## config.mk

```make
export PLATFORM = sky130hd
export DESIGN_NAME = pcct_basis
export DESIGN_NICKNAME = d
export VERILOG_FILES = /design/src/sv/pcct_pkg.sv /design/src/sv/pcct_basis.sv
export SDC_FILE = /design/constraint.sdc
export NUM_CORES = 2
export LEC_CHECK = 0
export ABC_AREA = 1
export BUFFER_PORTS_ARGS = -buffer_cell sky130_fd_sc_hd__buf_2
export CAP_MARGIN = 10
export CORE_MARGIN = 4
export CORE_UTILIZATION = 60
export DETAILED_ROUTE_END_ITERATION = 8
export PLACE_DENSITY = 0.82
export SLEW_MARGIN = 20
export SYNTH_ARGS = -nofsm -noshare
export SYNTH_HDL_FRONTEND = slang
export SYNTH_SLANG_ARGS = --single-unit
```

## constraint.sdc

```tcl
create_clock -name clk -period 15.5 [get_ports clk]
set_input_delay 0.775 -clock clk [delete_from_list [all_inputs] [get_ports clk]]
set_output_delay 0.775 -clock clk [all_outputs]
set_load 0.02 [all_outputs]
```

## src/sv/pcct_pkg.sv

```systemverilog
`timescale 1ns / 1ps
`default_nettype none
// ----------------------------------------------------------------------------
// pcct_pkg: shared types and constants for the crosstalk correction core
// Pixel and result payload structs, fixed-point widths, register indexes.
// ----------------------------------------------------------------------------
package pcct_pkg;

  // Input and output field widths
  localparam int PixW   = 8;
  localparam int DiffW  = PixW + 1;       // cam - dark, signed

  // Normalized channel value a = d/255 in signed Q1.16, and b = 1 - a
  localparam int FracA  = 16;
  localparam int QuotW  = 2 * PixW + 1;   // |a| up to 65536
  localparam int AW     = QuotW + 1;      // signed a
  localparam int BW     = AW + 1;         // b in 0..131072, signed
  localparam logic signed [BW-1:0] QOne = BW'(65536);
  localparam int RndQ16 = 32768;          // half LSB of Q.16 from Q.32
  localparam int RndQ15 = 16384;          // same for 2ab, taken from ab

  // Basis terms and coefficients
  localparam int TermW      = 20;
  localparam int CoefW      = 20;
  localparam int CoefPerGrp = 3;
  localparam int NumCoef    = 9;
  localparam int NumGrp     = NumCoef / CoefPerGrp;
  localparam int GrpW       = CoefW * CoefPerGrp;

  // Product and accumulator widths, corrected value in Q.41
  localparam int XpW     = 2 * TermW;
  localparam int CpW     = XpW + CoefW;
  localparam int SumW    = 64;
  localparam int FracOut = 41;
  localparam int HiW     = SumW - FracOut;

  // Output level mapping
  localparam int LevelBias = 128;
  localparam int LevelMax  = 255;

  // Threshold register
  localparam int ThrW = 9;
  localparam logic signed [ThrW-1:0] ThrReset = ThrW'(-20);

  // Configuration port
  localparam int DataW = 64;
  localparam int AddrW = 5;
  localparam int IdxW  = 2;
  localparam logic [IdxW-1:0] REG_COEF_LOW  = 2'd0;
  localparam logic [IdxW-1:0] REG_COEF_MID  = 2'd1;
  localparam logic [IdxW-1:0] REG_COEF_HIGH = 2'd2;
  localparam logic [IdxW-1:0] REG_MASK_THR  = 2'd3;

  typedef logic signed [TermW-1:0] term_t;

  typedef struct packed {
    term_t sq_a;    // a^2
    term_t sq_b;    // (1-a)^2
    term_t mix;     // 2a(1-a)
  } basis_t;

  typedef struct packed {
    logic [PixW-1:0] cam_blue;
    logic [PixW-1:0] cam_green;
    logic [PixW-1:0] cam_red;
    logic [PixW-1:0] dark_blue;
    logic [PixW-1:0] dark_green;
    logic [PixW-1:0] dark_red;
  } pixel_t;

  typedef struct packed {
    logic [PixW-1:0] corrected_level;
    logic            below_mask;
  } result_t;

endpackage
`default_nettype wire

```

## src/sv/pcct_basis.sv

```systemverilog
`timescale 1ns / 1ps
`default_nettype none
// ----------------------------------------------------------------------------
// pcct_basis: quadratic basis terms of one color channel
// Three register stages: normalize, square, round to Q.16.
// ----------------------------------------------------------------------------
module pcct_basis import pcct_pkg::*; (
  input  logic            clk,
  input  logic [PixW-1:0] cam,
  input  logic [PixW-1:0] dark,
  output basis_t          terms
);

  logic signed [DiffW-1:0]   diff;
  logic [PixW-1:0]           mag;
  logic [QuotW-1:0]          quot;
  logic signed [AW-1:0]      a_val;
  logic signed [BW-1:0]      b_val;
  logic signed [AW-1:0]      a_q;
  logic signed [BW-1:0]      b_q;
  logic signed [2*AW-1:0]    aa_prod;
  logic signed [2*BW-1:0]    bb_prod;
  logic signed [AW+BW-1:0]   ab_prod;
  logic signed [2*AW-1:0]    aa_rnd;
  logic signed [2*BW-1:0]    bb_rnd;
  logic signed [AW+BW-1:0]   ab_rnd;

  // m*65536/255 rounded equals m*257 plus one when m is at least 128
  always_comb begin
    diff  = $signed({1'b0, cam}) - $signed({1'b0, dark});
    mag   = diff[DiffW-1] ? PixW'(-diff) : diff[PixW-1:0];
    quot  = QuotW'({mag, mag}) + QuotW'(mag[PixW-1]);
    a_val = diff[DiffW-1] ? -$signed({1'b0, quot}) : $signed({1'b0, quot});
    b_val = QOne - BW'(a_val);
  end

  // round half up: add half an LSB, floor by arithmetic slice
  always_comb begin
    aa_rnd = aa_prod + (2*AW)'(RndQ16);
    bb_rnd = bb_prod + (2*BW)'(RndQ16);
    ab_rnd = ab_prod + (AW+BW)'(RndQ15);
  end

  always_ff @(posedge clk) begin
    a_q         <= a_val;
    b_q         <= b_val;
    aa_prod     <= a_q * a_q;
    bb_prod     <= b_q * b_q;
    ab_prod     <= a_q * b_q;
    terms.sq_a  <= aa_rnd[FracA+TermW-1:FracA];
    terms.sq_b  <= bb_rnd[FracA+TermW-1:FracA];
    terms.mix   <= ab_rnd[FracA+TermW-2:FracA-1];
  end

endmodule
`default_nettype wire

```

== Word level (Yosys, flattened, before mapping) ==
Cells that the tools add are included.

* Add/sub/neg operators: 8
* $mul: 3
* Muxes and demuxes: 2

{| class="wikitable"
|+ Operator list
! operator !! count
|-
| adder 36 x 17 -> 36 bit, second input constant || 2
|-
| multiplier 18 x 18 -> 36 bit || 1
|-
| multiplier 19 x 19 -> 36 bit || 1
|-
| adder 35 x 16 -> 35 bit, second input constant || 1
|-
| multiplier 18 x 19 -> 35 bit || 1
|-
| subtractor 18 x 18 -> 19 bit, first input constant || 1
|-
| two-way mux 18 bit || 1
|-
| negation 17 -> 18 bit || 1
|-
| adder 16 x 1 -> 17 bit || 1
|-
| subtractor 8 x 8 -> 9 bit || 1
|-
| two-way mux 8 bit || 1
|-
| negation 8 bit || 1
|}

* Register bits: 204
* Bits of input ports: 17
* Output and inout bits: 60
* Logic and storage cells: 21

== Logic depth before layout (Yosys ltp) ==
* Word-level depth: 7
* Depth in mapped cells: 35
* Gate-level depth less buffers: 35

== Worst setup path after synthesis ==
Ideal clock, no wire load.

* Path kind: register to register
* Start: register b_q[9]
* End: register bb_prod[35]
* Arrival: 5.974 ns
* Data required time: 15.375 ns
* Setup slack: 9.401 ns
* Cell stages (with the launch flop): 28
* Buffers on the path: 2
* Cells stage by stage: dfxtp_1 -> clkbuf_1 -> buf_1 -> nand2_1 -> inv_1 -> fa_1 -> fa_1 -> inv_1 -> fa_1 -> inv_1 -> fa_1 -> inv_1 -> fa_1 -> inv_1 -> fa_1 -> ha_1 -> ha_1 -> nand2_1 -> inv_1 -> nand4_1 -> o21ai_0 -> nand3_1 -> nand2_1 -> nand4_1 -> nand3b_1 -> o21a_1 -> a31oi_1 -> xor2_1

* Word-level cells in the longest chain between the ends: 1

{| class="wikitable"
|+ RTL lines
! item !! line !! text
|-
| start, declared || pcct_basis.sv:20 || <nowiki>logic signed [BW-1:0] b_q;</nowiki>
|-
| start signal, assigned || pcct_basis.sv:46 || <nowiki>b_q <= b_val;</nowiki>
|-
| multiplier 19 x 19 -> 36 bit || pcct_basis.sv:48 || <nowiki>bb_prod <= b_q * b_q;</nowiki>
|-
| end signal, assigned || pcct_basis.sv:48 ||
|-
| end, declared || pcct_basis.sv:22 || <nowiki>logic signed [2*BW-1:0] bb_prod;</nowiki>
|}

No other way between the ends.

==> reports/metrics.yaml <==
global_routing:
  grt_pass1_vias: 32000
  grt_pass1_wl_um: 148000
  grt_overflow: 0
  antenna_found_initial: 0
  grtUsageTotal_pct: 25.7
  grt_max_degree: 39
floorplan:
  core_area_um2: 66300
  ios: 77
  die_h_um: 268
  row_count: 94
  die_area_um2: 71600
  initial_utilization_pct: 61.0
  die_x_um: 268
cts:
  post-cts-setup-buffers: 0
  clkSlewWorstSetupHoldPaths_ns: 0.07
  cts_buffers: 17
  clock_path_buffers: 2
  tritoncts: "yes"
  hold_buffers: 0
  cts_resized: 0
  clock_sink_count: 159
  h-tree-depth: 4
  clock_latency_ns: 0.48
  root_buffer: "clkbuf_16"
yosys:
  avgSynthCellArea_um2: 8.63
  syn_nets: 5968
  ys.warnings.count: 0
  synth-seq-cells: 159
  synthDistinctLibCells: 47
  synthCells: 4686
  ys_seq_area_share_pct: 7.87
  synth_edf_count: 0
  syn-cell-area_um2: 40400
  synthArstFlopShare_pct: 0
  synth_ff_type: "dfxtp_1"
critical_path:
  critPathKind: "flop to flop"
  end_kind: "flop"
  startpoint_type: "flop"
  cp_max_fo: 36
  crit_arrival_ns: 7.52
  worstPathRequired_ns: 15.90
sta:
  setup_violations: 0
  timing.final.crit_share_pct: 45.9
  clock_skew_ns: 0.0191
  tightest_slew_ns: 1.00
  relSlewSlack_pct: 33.0
  final.min_clock_period_ns: 7.12
  fmax_mhz: 140
  final-hold-violation-count: 0
  finalSetupTns_ns: 0
  rsz0062_at_grt: "false"
  drv_slew: 0
routing:
  drt_wl_total_um: 85300
  viasPerCell: 5.22
  wire_per_inst_um: 15.4
  drtPass1Iterations: 6
  first_iter_violations: 1990
  remaining_drc_errors: 0
  ant_nets: 0
  via_count: 28900
cells_and_area:
  drive_gt1_share_pct: 5.08
  diodes: 0
  layout_common_cells: "inv_1 (1507), fa_1 (952), nand2_1 (844)"
  area_growth_pct: 4.40
  layout_commonest_cell: "inv_1"
  nets: 5951
placed_design:
  globalplace.congestion: 0.898
  dp_hpwl_um: 69100
  port_buffers: 76
min_path:
  min_path_type: "flop to flop"
flow_run:
  max_cap_viol_count: 0
run_status:
  outcome: "finished clean"
[synth_stat cells (8+ instances only)]
| cell | n | area [um2] |
|---|---|---|
| inv_1 | 1508 | 5660 |
| fa_1 | 952 | 19100 |
| nand2_1 | 844 | 3170 |
| ha_1 | 313 | 3920 |
| dfxtp_1 | 159 | 3180 |
| xor2_1 | 126 | 1100 |
| nor2_1 | 119 | 447 |
| a21oi_1 | 114 | 571 |
| clkbuf_1 | 105 | 394 |
| nand3_1 | 74 | 370 |
| xnor2_1 | 66 | 578 |
| o21ai_0 | 64 | 320 |
| buf_1 | 41 | 154 |
| nand2_2 | 28 | 175 |
| nand4_1 | 26 | 163 |
| nor3_1 | 17 | 85.1 |
| nand3_2 | 13 | 130 |
| inv_2 | 11 | 41.3 |
| nand2_4 | 9 | 101 |
| nor2_2 | 8 | 50.1 |
| or2_2 | 8 | 50.1 |
[cell type report]
cell class,instances,area [um2]
well taps,864,1080
clock inverters,11,158
flip-flops and latches,159,3180
clock buffers,21,450
repair buffers,113,658
inverters,1519,5700
fillers,5338,24100
multi-input cells,2859,31000
[registers in the layout, indices dropped and copies added, names as in the netlist]
signal,count
a_q,17
bb_prod,21
terms,60
b_q,19
ab_prod,21
aa_prod,21
[routing by layer]
metal,vias up,track usage (%),part of all wire (%)
met5,-,0,0
met4,0,9.86,3.9
met3,246,3.82,6.7
met2,1004,45.8,52
met1,14500,31.7,37
li1,13200,-,-
[final timing paths]
kind,slack (ns),startpoint,endpoint,cells past startpoint
max reg2reg,8.38,b_q[0]$_DFF_P_,aa_prod[34]$_DFF_P_,23
max,8.38,b_q[0]$_DFF_P_,aa_prod[34]$_DFF_P_,23
min,0.43,bb_prod[35]$_DFF_P_,terms[39]$_DFF_P_,1
min reg2reg,0.43,bb_prod[35]$_DFF_P_,terms[39]$_DFF_P_,1
[worst max-delay path, stage by stage, from the launching register on]
cell and delay (ns):
dfxtp_1 0.32, buf_4 0.43, nand2_1 0.11, inv_1 0.20, fa_1 0.57, fa_1 0.62
ha_1 0.56, inv_1 0.25, fa_1 0.55, inv_1 0.05, fa_1 0.53, inv_1 0.05
fa_1 0.47, inv_1 0.04, ha_1 0.36, nand2_1 0.17, nor4_1 0.50, nand3_1 0.17
nand3_1 0.22, nand3_1 0.10, nand2_1 0.14, a31oi_1 0.16, o31ai_1 0.27, xor2_1 0.18
[kinds of logic (layout without fill, tap and decap cells)]
kind of cell / count (synthesis) / count (layout) / share of synthesized area (%)
DFF: 159 / 159 / 7.87
buffers and inverters: 1668 / 1664 / 15.5
and+or+nand+nor: 1175 / 1175 / 12.4
adders and majority gates: 1265 / 1265 / 56.8
xor gates and xnor gates: 193 / 193 / 4.23
AOI/OAI and AO/OA: 226 / 226 / 3.13
[metrics by stage]
step | area [um2] | std cells | hold slack (ns) | setup slack, ns | util (%)
5_1_grt | 42200 | 5546 | 0.444 | 7.80 | 63.6
3_5_place_dp | 41600 | 5514 | 0.429 | 8.44 | 62.7
6_report | 42200 | 5546 | 0.430 | 8.38 | 63.6
4_1_cts | 42200 | 5546 | 0.439 | 8.43 | 63.6
3_3_place_gp | 41600 | 5514 | 0.425 | 8.39 | 62.7
2_1_floorplan | 40400 | 4686 | 0.413 | 9.40 | -
Power is left out: the tool's default activity adds up to more than one toggle a clock period on the data nets, which glitch-free logic cannot reach.
